==> config.mk <==
export PLATFORM = sky130hd
export DESIGN_NAME = edf_tick_scheduler
export DESIGN_NICKNAME = d
export VERILOG_FILES = /design/src/hdl/edf_pkg.sv /design/src/hdl/edf_modulo.sv /design/src/hdl/edf_datapath.sv /design/src/hdl/edf_ctrl.sv /design/src/hdl/edf_tick_scheduler.sv
export VERILOG_INCLUDE_DIRS = /design/src /design/src/hdl
export SDC_FILE = /design/constraint.sdc
export NUM_CORES = 2
export LEC_CHECK = 0
export BUFFER_PORTS_ARGS = -buffer_cell sky130_fd_sc_hd__buf_4
export CAP_MARGIN = 20
export CORE_UTILIZATION = 45
export DETAILED_ROUTE_END_ITERATION = 8
export GPL_ROUTABILITY_DRIVEN = 0
export MAX_ROUTING_LAYER = met4
export PLACE_DENSITY = 0.71
export SLEW_MARGIN = 30
export SYNTH_ARGS = -nofsm -noshare
export SYNTH_HDL_FRONTEND = slang
export SYNTH_SLANG_ARGS = --single-unit
==> constraint.sdc <==
create_clock -name clk -period 18.55 [get_ports clk]
set_clock_uncertainty 0.15 [all_clocks]
set_input_delay 1.855 -clock clk [delete_from_list [all_inputs] [get_ports clk]]
set_output_delay 1.855 -clock clk [all_outputs]
set_load 0.02 [all_outputs]
==> src/hdl/edf_tick_scheduler_defines.svh <==
// ----------------------------------------------------------------------------
// edf tick scheduler assertion macros
// shared property wrappers used by the scheduler controller
// ----------------------------------------------------------------------------
`ifndef EDF_TICK_SCHEDULER_DEFINES_SVH
`define EDF_TICK_SCHEDULER_DEFINES_SVH

// implication that must hold every cycle outside reset
`define EDF_ASSERT_IMPL(label, clk, rst_n, ante, cons, msg) \
    label: assert property (@(posedge clk) disable iff (!rst_n) (ante) |-> (cons)) \
        else $error(msg);

// next-cycle implication
`define EDF_ASSERT_NEXT(label, clk, rst_n, ante, cons, msg) \
    label: assert property (@(posedge clk) disable iff (!rst_n) (ante) |=> (cons)) \
        else $error(msg);

`endif

==> src/hdl/edf_pkg.sv <==
// ----------------------------------------------------------------------------
// edf scheduler package
// shared types, constants and command structs
// ----------------------------------------------------------------------------
package edf_pkg;

    localparam int NUM_TASKS_DEF = 8;
    localparam int MAX_JOBS_DEF  = 16;
    localparam int TICK_STEP_DEF = 1;

    localparam int FIELD_W = 16;
    localparam int TICK_W  = 32;
    localparam int DL_W    = 33;
    localparam int TID_W   = 3;

    // datapath commands issued by the controller
    typedef struct packed {
        logic load;        // write task descriptor from input word
        logic capture;     // latch input word
        logic rel_start;   // begin modulo check of current task
        logic rel_queue;   // queue job of current task if releasing
        logic task_clr;    // reset task pointer and overflow flag
        logic task_inc;    // step task pointer
        logic scan_clr;    // reset job pointer and clear the best-found flag
        logic scan_step;   // compare job at pointer with best
        logic commit;      // run the chosen job, build result, advance tick
    } edf_cmd_t;

    // datapath status back to the controller
    typedef struct packed {
        logic task_last;
        logic rem_busy;
        logic scan_last;
    } edf_stat_t;

endpackage

==> src/hdl/edf_modulo.sv <==
// ----------------------------------------------------------------------------
// edf modulo unit
// restoring remainder of a 32-bit dividend by a 16-bit divisor, one bit a cycle
// ----------------------------------------------------------------------------
module edf_modulo
(
    input  logic        clk,
    input  logic        rst_n,
    input  logic        start,
    input  logic [31:0] dividend,
    input  logic [15:0] divisor,
    output logic        busy,
    output logic [15:0] remainder
);
    logic [31:0] quo_reg;
    logic [31:0] quo_next;
    logic [16:0] rem_reg;
    logic [16:0] rem_next;
    logic [15:0] div_reg;
    logic [5:0]  cnt_reg;
    logic [5:0]  cnt_next;
    logic [16:0] shifted;
    logic [17:0] diff;

    // one restoring step
    always_comb
    begin
        shifted  = {rem_reg[15:0], quo_reg[31]};
        diff     = {1'b0, shifted} - {2'b00, div_reg};
        quo_next = {quo_reg[30:0], 1'b0};
        rem_next = diff[17] ? shifted : diff[16:0];
        cnt_next = cnt_reg - 6'd1;
    end

    always_ff @(posedge clk or negedge rst_n)
    begin
        if (!rst_n)
        begin
            cnt_reg <= '0;
        end
        else if (start)
        begin
            cnt_reg <= 6'd32;
        end
        else if (cnt_reg != '0)
        begin
            cnt_reg <= cnt_next;
        end
    end

    always_ff @(posedge clk)
    begin
        if (start)
        begin
            quo_reg <= dividend;
            rem_reg <= '0;
            div_reg <= divisor;
        end
        else if (cnt_reg != '0)
        begin
            quo_reg <= quo_next;
            rem_reg <= rem_next;
        end
    end

    assign busy      = (cnt_reg != '0);
    assign remainder = rem_reg[15:0];
endmodule

==> src/hdl/edf_datapath.sv <==
// ----------------------------------------------------------------------------
// edf datapath
// task table, job store, release check and sequential min-deadline scan
// ----------------------------------------------------------------------------
module edf_datapath
#(
    parameter int NUM_TASKS = edf_pkg::NUM_TASKS_DEF,
    parameter int MAX_JOBS  = edf_pkg::MAX_JOBS_DEF,
    parameter int TICK_STEP = edf_pkg::TICK_STEP_DEF
)
(
    input  logic                  clk,
    input  logic                  rst_n,
    input  edf_pkg::edf_cmd_t     cmd,
    output edf_pkg::edf_stat_t    stat,
    input  logic [2:0]            task_index,
    input  logic                  task_enable,
    input  logic [15:0]           period,
    input  logic [15:0]           first_release,
    input  logic [15:0]           relative_deadline,
    input  logic [15:0]           exec_time,
    output logic [31:0]           tick_value,
    output logic                  idle,
    output logic [2:0]            running_task,
    output logic                  job_done,
    output logic                  overflow
);
    import edf_pkg::*;

    localparam int TW = (NUM_TASKS > 1) ? $clog2(NUM_TASKS) : 1;
    localparam int JW = $clog2(MAX_JOBS);

    // task table
    logic [FIELD_W-1:0] t_per   [NUM_TASKS];
    logic [FIELD_W-1:0] t_rel   [NUM_TASKS];
    logic [FIELD_W-1:0] t_dl    [NUM_TASKS];
    logic [FIELD_W-1:0] t_work  [NUM_TASKS];
    logic [NUM_TASKS-1:0] t_act_reg;

    // job store
    logic [MAX_JOBS-1:0] j_val_reg;
    logic [TID_W-1:0]    j_task [MAX_JOBS];
    logic [DL_W-1:0]     j_dl   [MAX_JOBS];
    logic [FIELD_W-1:0]  j_rem  [MAX_JOBS];
    logic [TICK_W-1:0]   j_age  [MAX_JOBS];

    logic [TICK_W-1:0] tick_reg;
    logic [TW-1:0]     tptr_reg;
    logic [JW-1:0]     jptr_reg;
    logic [JW-1:0]     best_reg;
    logic              found_reg;
    logic              ovf_reg;

    logic [2:0]  idx_reg;
    logic        en_reg;
    logic [15:0] per_reg, fr_reg, rd_reg, ex_reg;

    logic        mod_busy;
    logic [15:0] mod_rem;
    logic [31:0] diff;
    logic        ge;
    logic        rel_hit;
    logic        free_any;
    logic [JW-1:0] free_slot;
    logic        better;

    // capture load/tick word
    always_ff @(posedge clk)
    begin
        if (cmd.capture)
        begin
            idx_reg <= task_index;
            en_reg  <= task_enable;
            per_reg <= period;
            fr_reg  <= first_release;
            rd_reg  <= relative_deadline;
            ex_reg  <= exec_time;
        end
    end

    // release test operands
    assign ge   = tick_reg >= {16'd0, t_rel[tptr_reg]};
    assign diff = tick_reg - {16'd0, t_rel[tptr_reg]};

    edf_modulo u_mod
    (
        .clk       (clk),
        .rst_n     (rst_n),
        .start     (cmd.rel_start),
        .dividend  (diff),
        .divisor   (t_per[tptr_reg]),
        .busy      (mod_busy),
        .remainder (mod_rem)
    );

    always_comb
    begin
        if (t_per[tptr_reg] == '0)
            rel_hit = t_act_reg[tptr_reg] && ge && (diff == '0);
        else
            rel_hit = t_act_reg[tptr_reg] && ge && (mod_rem == '0);
    end

    // lowest free job slot
    always_comb
    begin
        free_any  = 1'b0;
        free_slot = '0;
        for (int j = MAX_JOBS - 1; j >= 0; j--)
        begin
            if (!j_val_reg[j])
            begin
                free_any  = 1'b1;
                free_slot = JW'(j);
            end
        end
    end

    // scan compare
    always_comb
    begin
        better = j_val_reg[jptr_reg] &&
                 (!found_reg ||
                  (j_dl[jptr_reg] < j_dl[best_reg]) ||
                  ((j_dl[jptr_reg] == j_dl[best_reg]) &&
                   (j_age[jptr_reg] > j_age[best_reg])));
    end

    // control registers
    always_ff @(posedge clk or negedge rst_n)
    begin
        if (!rst_n)
        begin
            t_act_reg <= '0;
            j_val_reg <= '0;
            tick_reg  <= '0;
            tptr_reg  <= '0;
            jptr_reg  <= '0;
            best_reg  <= '0;
            found_reg <= 1'b0;
            ovf_reg   <= 1'b0;
        end
        else
        begin
            if (cmd.load && (int'(idx_reg) < NUM_TASKS))
                t_act_reg[TW'(idx_reg)] <= en_reg;
            if (cmd.task_clr)
            begin
                tptr_reg <= '0;
                ovf_reg  <= 1'b0;
            end
            else if (cmd.task_inc)
                tptr_reg <= tptr_reg + TW'(1);
            if (cmd.rel_queue && rel_hit)
            begin
                if (free_any)
                    j_val_reg[free_slot] <= 1'b1;
                else
                    ovf_reg <= 1'b1;
            end
            if (cmd.scan_clr)
            begin
                jptr_reg  <= '0;
                found_reg <= 1'b0;
            end
            else if (cmd.scan_step)
            begin
                jptr_reg <= jptr_reg + JW'(1);
                if (better)
                begin
                    best_reg  <= jptr_reg;
                    found_reg <= 1'b1;
                end
            end
            if (cmd.commit)
            begin
                tick_reg <= tick_reg + TICK_W'(TICK_STEP);
                if (found_reg && (j_rem[best_reg] <= 16'd1))
                    j_val_reg[best_reg] <= 1'b0;
            end
        end
    end

    // payload stores
    always_ff @(posedge clk)
    begin
        if (cmd.load && (int'(idx_reg) < NUM_TASKS))
        begin
            t_per[TW'(idx_reg)]  <= per_reg;
            t_rel[TW'(idx_reg)]  <= fr_reg;
            t_dl[TW'(idx_reg)]   <= rd_reg;
            t_work[TW'(idx_reg)] <= ex_reg;
        end
        if (cmd.rel_queue && rel_hit && free_any)
        begin
            for (int j = 0; j < MAX_JOBS; j++)
            begin
                if (j_val_reg[j] && (j_age[j] != '1))
                    j_age[j] <= j_age[j] + 32'd1;
            end
            j_task[free_slot] <= TID_W'(tptr_reg);
            j_dl[free_slot]   <= {1'b0, tick_reg} + {17'd0, t_dl[tptr_reg]};
            j_rem[free_slot]  <= t_work[tptr_reg];
            j_age[free_slot]  <= '0;
        end
        if (cmd.commit && found_reg)
        begin
            if (j_rem[best_reg] <= 16'd1)
                j_rem[best_reg] <= '0;
            else
                j_rem[best_reg] <= j_rem[best_reg] - 16'd1;
        end
        if (cmd.commit)
        begin
            tick_value   <= tick_reg;
            idle         <= !found_reg;
            running_task <= found_reg ? j_task[best_reg] : '0;
            job_done     <= found_reg && (j_rem[best_reg] <= 16'd1);
            overflow     <= ovf_reg;
        end
    end

    assign stat.task_last = (tptr_reg == TW'(NUM_TASKS - 1));
    assign stat.rem_busy  = mod_busy;
    assign stat.scan_last = (jptr_reg == JW'(MAX_JOBS - 1));
endmodule

==> src/hdl/edf_ctrl.sv <==
// ----------------------------------------------------------------------------
// edf controller
// sequences load, release pass, scan pass and result handoff
// ----------------------------------------------------------------------------
module edf_ctrl
(
    input  logic                 clk,
    input  logic                 rst_n,
    input  logic                 in_valid,
    output logic                 in_stall,
    input  logic                 mode,
    output logic                 out_valid,
    input  logic                 out_stall,
    output edf_pkg::edf_cmd_t    cmd,
    input  edf_pkg::edf_stat_t   stat
);
    import edf_pkg::*;
`include "edf_tick_scheduler_defines.svh"

    localparam logic [2:0] ST_IDLE  = 3'd0;
    localparam logic [2:0] ST_LOAD  = 3'd1;
    localparam logic [2:0] ST_RSTRT = 3'd2;
    localparam logic [2:0] ST_RWAIT = 3'd3;
    localparam logic [2:0] ST_SCAN  = 3'd4;
    localparam logic [2:0] ST_COMM  = 3'd5;

    logic [2:0] state_reg, state_next;
    logic       ov_reg, ov_next;
    logic       accept;

    // output register free once taken or empty
    assign in_stall = (state_reg != ST_IDLE) || (ov_reg && out_stall);
    assign accept   = in_valid && !in_stall;

    always_comb
    begin
        cmd        = '0;
        state_next = state_reg;
        ov_next    = ov_reg && out_stall;
        case (state_reg)
            ST_IDLE:
            begin
                if (accept)
                begin
                    cmd.capture = 1'b1;
                    cmd.task_clr = !mode;
                    state_next  = mode ? ST_LOAD : ST_RSTRT;
                end
            end
            ST_LOAD:
            begin
                cmd.load   = 1'b1;
                state_next = ST_IDLE;
            end
            ST_RSTRT:
            begin
                cmd.rel_start = 1'b1;
                state_next    = ST_RWAIT;
            end
            ST_RWAIT:
            begin
                if (!stat.rem_busy)
                begin
                    cmd.rel_queue = 1'b1;
                    if (stat.task_last)
                    begin
                        cmd.scan_clr = 1'b1;
                        state_next   = ST_SCAN;
                    end
                    else
                    begin
                        cmd.task_inc = 1'b1;
                        state_next   = ST_RSTRT;
                    end
                end
            end
            ST_SCAN:
            begin
                cmd.scan_step = 1'b1;
                if (stat.scan_last)
                    state_next = ST_COMM;
            end
            ST_COMM:
            begin
                if (!ov_reg || !out_stall)
                begin
                    cmd.commit = 1'b1;
                    ov_next    = 1'b1;
                    state_next = ST_IDLE;
                end
            end
            default:
            begin
                state_next = ST_IDLE;
            end
        endcase
    end

    always_ff @(posedge clk or negedge rst_n)
    begin
        if (!rst_n)
        begin
            state_reg <= ST_IDLE;
            ov_reg    <= 1'b0;
        end
        else
        begin
            state_reg <= state_next;
            ov_reg    <= ov_next;
        end
    end

    assign out_valid = ov_reg;

    `EDF_ASSERT_IMPL(a_no_accept_busy, clk, rst_n, state_reg != ST_IDLE, !accept,
        "word accepted while busy")
    `EDF_ASSERT_IMPL(a_commit_free, clk, rst_n, cmd.commit, !(ov_reg && out_stall),
        "result overwritten while stalled")
    `EDF_ASSERT_NEXT(a_commit_valid, clk, rst_n, cmd.commit, out_valid,
        "commit without result")
endmodule

==> src/hdl/edf_tick_scheduler.sv <==
// ----------------------------------------------------------------------------
// edf tick scheduler
// periodic-task earliest-deadline-first scheduler, top level
// ----------------------------------------------------------------------------
// A tick word runs a release pass and a scan pass: each task's release test runs
// through a shared bit-serial remainder unit plus a queue step, then the job
// store is scanned one slot a cycle for the earliest deadline. One result word
// follows each tick word and is held in an output register.
module edf_tick_scheduler
#(
    parameter int NUM_TASKS = edf_pkg::NUM_TASKS_DEF,
    parameter int MAX_JOBS  = edf_pkg::MAX_JOBS_DEF,
    parameter int TICK_STEP = edf_pkg::TICK_STEP_DEF
)
(
    input  logic        clk,
    input  logic        rst_n,
    input  logic        in_valid,
    output logic        in_stall,
    input  logic        mode,
    input  logic [2:0]  task_index,
    input  logic        task_enable,
    input  logic [15:0] period,
    input  logic [15:0] first_release,
    input  logic [15:0] relative_deadline,
    input  logic [15:0] exec_time,
    output logic        out_valid,
    input  logic        out_stall,
    output logic [31:0] tick_value,
    output logic        idle,
    output logic [2:0]  running_task,
    output logic        job_done,
    output logic        overflow
);
    import edf_pkg::*;

    edf_cmd_t  cmd;
    edf_stat_t stat;

    edf_ctrl u_ctrl
    (
        .clk       (clk),
        .rst_n     (rst_n),
        .in_valid  (in_valid),
        .in_stall  (in_stall),
        .mode      (mode),
        .out_valid (out_valid),
        .out_stall (out_stall),
        .cmd       (cmd),
        .stat      (stat)
    );

    edf_datapath
    #(
        .NUM_TASKS (NUM_TASKS),
        .MAX_JOBS  (MAX_JOBS),
        .TICK_STEP (TICK_STEP)
    )
    u_dp
    (
        .clk               (clk),
        .rst_n             (rst_n),
        .cmd               (cmd),
        .stat              (stat),
        .task_index        (task_index),
        .task_enable       (task_enable),
        .period            (period),
        .first_release     (first_release),
        .relative_deadline (relative_deadline),
        .exec_time         (exec_time),
        .tick_value        (tick_value),
        .idle              (idle),
        .running_task      (running_task),
        .job_done          (job_done),
        .overflow          (overflow)
    );
endmodule

==> out/results.tsv <==
stage	metric	value	unit
outcome	outcome	finished clean	
layout	largest_reg_flops	528	
sta	drv_slew	0	
placement	pre_cts_ws	9.620	ns
sta	finalSetupViolations	0	
floorplan	io_pins	113	
global_route	globalRouteOverflowTotal	0	
global_route	track_usage	25.84	%
sta	tns	0	ns
synth	synthAdderAreaFrac	1.722	%
layout	reg_top3	u_dp.j_dl (528), u_dp.j_age (512), u_dp.j_rem (256)	
power	p_per_area	108.3	nW/µm²
floorplan	dieArea	229300	µm²
sta	rsz0062_at_grt	no	
synth	yosysTopAreaCell	edfxtp_1	
sta	tightestPinTransition	1.028	ns
synth	synth_compound_area_share	5.491	%
global_route	grt_pass1_wl	434.0	mm
setup_path	worst-path-max-fanout	77	
clock_network	cts_tree	built	
layout	fin_nets	7851	
drt	vias_per_cell	6.431	
setup_path	worst_setup_path_end_kind	flip-flop	
setup_path	worstPathCellList	buf_6 > mux4_2 > mux2i_1 > ha_1 > nand3_1 > a2111o_1 > o2111a_1 > or2_2 > a211oi_1 > nor4bb_2 > buf_4 > nand2_1 > o41a_2 > buf_4 > buf_4 > o21ai_0 > nand2_1 > nor2_2	
setup_path	path_common_cell	buf_4	
drt	num_vias	69610	
power	leakagePower	0.03649	µW
floorplan	die_width	478.9	µm
setup_path	path_buf_inv	4	
synth	syn_nets	7831	
synth	synthCells	7619	
setup_path	arrival	9.06	ns
drt	drtIter0Drc	9053	
floorplan	start_util	45.42	%
drt	routedWlPerCell	27.02	µm
drt	drt-pass1-iter-count	9	
synth	synth_xor_area_share	4.296	%
clock_network	cts_inserted_buffers	207	
setup_path	cp-start-kind	flip-flop	
synth	ys_async_sr_fraction	3.753	%
setup_path	cp_data_required_time	18.89	ns
placement	dp_hpwl	189.5	mm
floorplan	num_rows	174	
global_route	grt_pass1_vias	66900	
layout	nFillCells	18520	
synth	yosys_warnings	0	
setup_path	worstSetupPathType	reg2reg	
sta	timing.fmax	114.6	MHz
synth	synth_simple_gate_area_share	11.16	%
sta	hold_violations	0	
floorplan	die_h	478.9	µm
sta	setup_ws	9.825	ns
synth	synth-edff-count	1498	
synth	synthesis.area	102300	µm²
clock_network	clockRootBuffer	clkbuf_16	
clock_network	cts.sinks	2105	
synth	syn_area_per_cell	13.43	µm²
layout	regMostFlops	u_dp.j_dl	
clock_network	cts_setup_buffers	0	
layout	drive_above_1_share	19.22	%
synth	yosysSeqAreaShare	56.22	%
global_route	grt_antenna_before_repair	19	
clock_network	ctsResizeCount	0	
global_route	grt_start_max_net_pins	110	
hold_path	hold_class	reg2reg	
power	ir_drop	0.1220	mV
run	cap_violations	0	
sta	period_minus_slack	8.725	ns
synth	synth_top_family_by_area	multiplexers	
clock_network	insertion_delay	0.89	ns
clock_network	cts.clk_slew.worst_paths	0.06	ns
floorplan	core-area	225300	µm²
drt	antenna_left	0	
placement	port_buffers	112	
drt	wl	292.4	mm
setup_path	critPathTopFamily	simple AND/OR/NAND/NOR gates	
setup_path	slowest_delay	0.97	ns
synth	muxShareOfSynthArea	18.62	%
drt	drc	0	
clock_network	htree_num_levels	4	
layout	layout-area-overhead-vs-synth	11.53	%
clock_network	ctsHoldBuffers	0	
sta	fin_crit_sh	47.03	%
layout	finish.utilization	50.65	%
synth	synthTopCellsByArea	edfxtp_1 44%, mux4_2 15%, dfxtp_1 10%, xnor2_1 3.5%, mux2i_1 2.4%	
setup_path	crit_slowest_cell	dfrtp_4	
clock_network	ctsLongestPathBuffers	3	
synth	postSynth.topFlopCell	edfxtp_1	
synth	synth_top_cell_area_share	43.96	%
synth	ys_ff_latch	2105	
sta	relSlewSlack	30.81	%
synth	synth_cell_types	79	
==> cells in the mapped netlist, drive strengths merged (19+ instances only) <==
master	count
buf	106
o21ai	317
mux2	105
a22oi	65
inv	210
xor2	96
nand4	141
or2	23
or4	27
o21a	19
dfxtp	528
nor2b	30
nor4	219
and3	89
mux4	685
nand3	192
nor3b	27
xnor2	406
nand2	450
and2	57
or3	99
o31ai	25
a21o	49
dfrtp	79
ha	136
mux2i	244
and4	71
nand2b	24
nor3	130
nor2	632
clkbuf	351
a21oi	242
edfxtp	1498
a221oi	69
nor4b	30
==> path summary, 6_finish.rpt <==
check                                                    from  slack, ns                            end  cells past startpoint
worst max register to register   u_dp.tptr_reg[0]$_DFFE_PN0P_       9.83     u_dp.j_rem[5][0]$_DFFE_PP_                     18
worst max-delay path             u_dp.tptr_reg[0]$_DFFE_PN0P_       9.83     u_dp.j_rem[5][0]$_DFFE_PP_                     18
worst min-delay path            u_dp.t_act_reg[6]$_DFFE_PN0P_       0.36  u_dp.t_act_reg[6]$_DFFE_PN0P_                      1
worst min register to register  u_dp.t_act_reg[6]$_DFFE_PN0P_       0.36  u_dp.t_act_reg[6]$_DFFE_PN0P_                      1
max in group asynchronous                               rst_n      16.26   u_dp.best_reg[1]$_DFFE_PN0P_                      2
min in group asynchronous                               rst_n       0.78   u_dp.tick_reg[5]$_DFFE_PN0P_                      1
==> layout by cell type (no fill, tap or decap), types with 69 or more instances in the layout <==
| cell | n |
|---|---|
| mux2_2 | 105 |
| dfxtp_1 | 528 |
| mux4_2 | 685 |
| nand2_1 | 448 |
| nand4_1 | 141 |
| buf_4 | 253 |
| edfxtp_1 | 1498 |
| a21oi_1 | 238 |
| and3_1 | 89 |
| clkbuf_16 | 209 |
| mux2i_1 | 244 |
| or3_1 | 99 |
| and4_1 | 71 |
| nor3_1 | 114 |
| xor2_1 | 91 |
| inv_1 | 209 |
| o21ai_0 | 307 |
| nor4_1 | 216 |
| xnor2_1 | 398 |
| nor2_1 | 609 |
| a221oi_1 | 69 |
| ha_1 | 136 |
| nand3_1 | 192 |
==> report_power, final <==
part           total, µW  internal (µW)  switching (µW)  leakage [µW]
clock               4360           2490            1870       0.00341
combinational       2280            884            1390        0.0144
sequential          5720           5540             175        0.0187
total              12400           8920            3440        0.0365
==> logic make-up (layout without fill, tap and decap cells) <==
| family | count (synthesis) | count (layout) |
|---|---|---|
| simple gates | 2262 | 2262 |
| flops | 2105 | 2105 |
| mux | 1034 | 1034 |
| compound gates | 910 | 910 |
| buf+inv | 667 | 867 |
| xor+xnor | 502 | 502 |
| fa+ha+maj | 139 | 139 |
| other cells | 0 | 13 |
==> layout make-up <==
class / count / area [µm²] / share of cell area, %
antenna: 13 / 32.53 / 0.02850
clock buffer: 267 / 5628 / 4.931
clock inverter: 122 / 1450 / 1.271
inverter: 210 / 789.5 / 0.6917
multi-input combinational: 4847 / 42780 / 37.49
sequential: 2105 / 57570 / 50.44
tap: 2992 / 3744 / 3.280
timing repair buffer: 268 / 2137 / 1.872
==> stage by stage <==
| step | hold WS (ns) | std cells | power (µW) | instance area [µm²] |
|---|---|---|---|---|
| floorplan | 0.2686 | 7619 | 7311 | 102300 |
| global placement | 0.3250 | 10410 | 7980 | 106700 |
| detailed placement | 0.3399 | 10420 | 8056 | 106900 |
| CTS | 0.3562 | 10810 | 12380 | 113900 |
| global route | 0.3756 | 10820 | 12790 | 114100 |
| finish | 0.3584 | 10820 | 12360 | 114100 |
==> metal layers <==
metal / wire, µm / vias to the layer above / global-route usage (%) / share of wire, %
met5: 0 / - / - / 0
met4: 13170 / 0 / 10.88 / 4.5
met3: 32780 / 777 / 6.123 / 11
met2: 134000 / 4128 / 38.72 / 46
met1: 112500 / 35110 / 33.67 / 38
li1: - / 29590 / - / -
No activity file was read; power rests on OpenSTA's default activity.
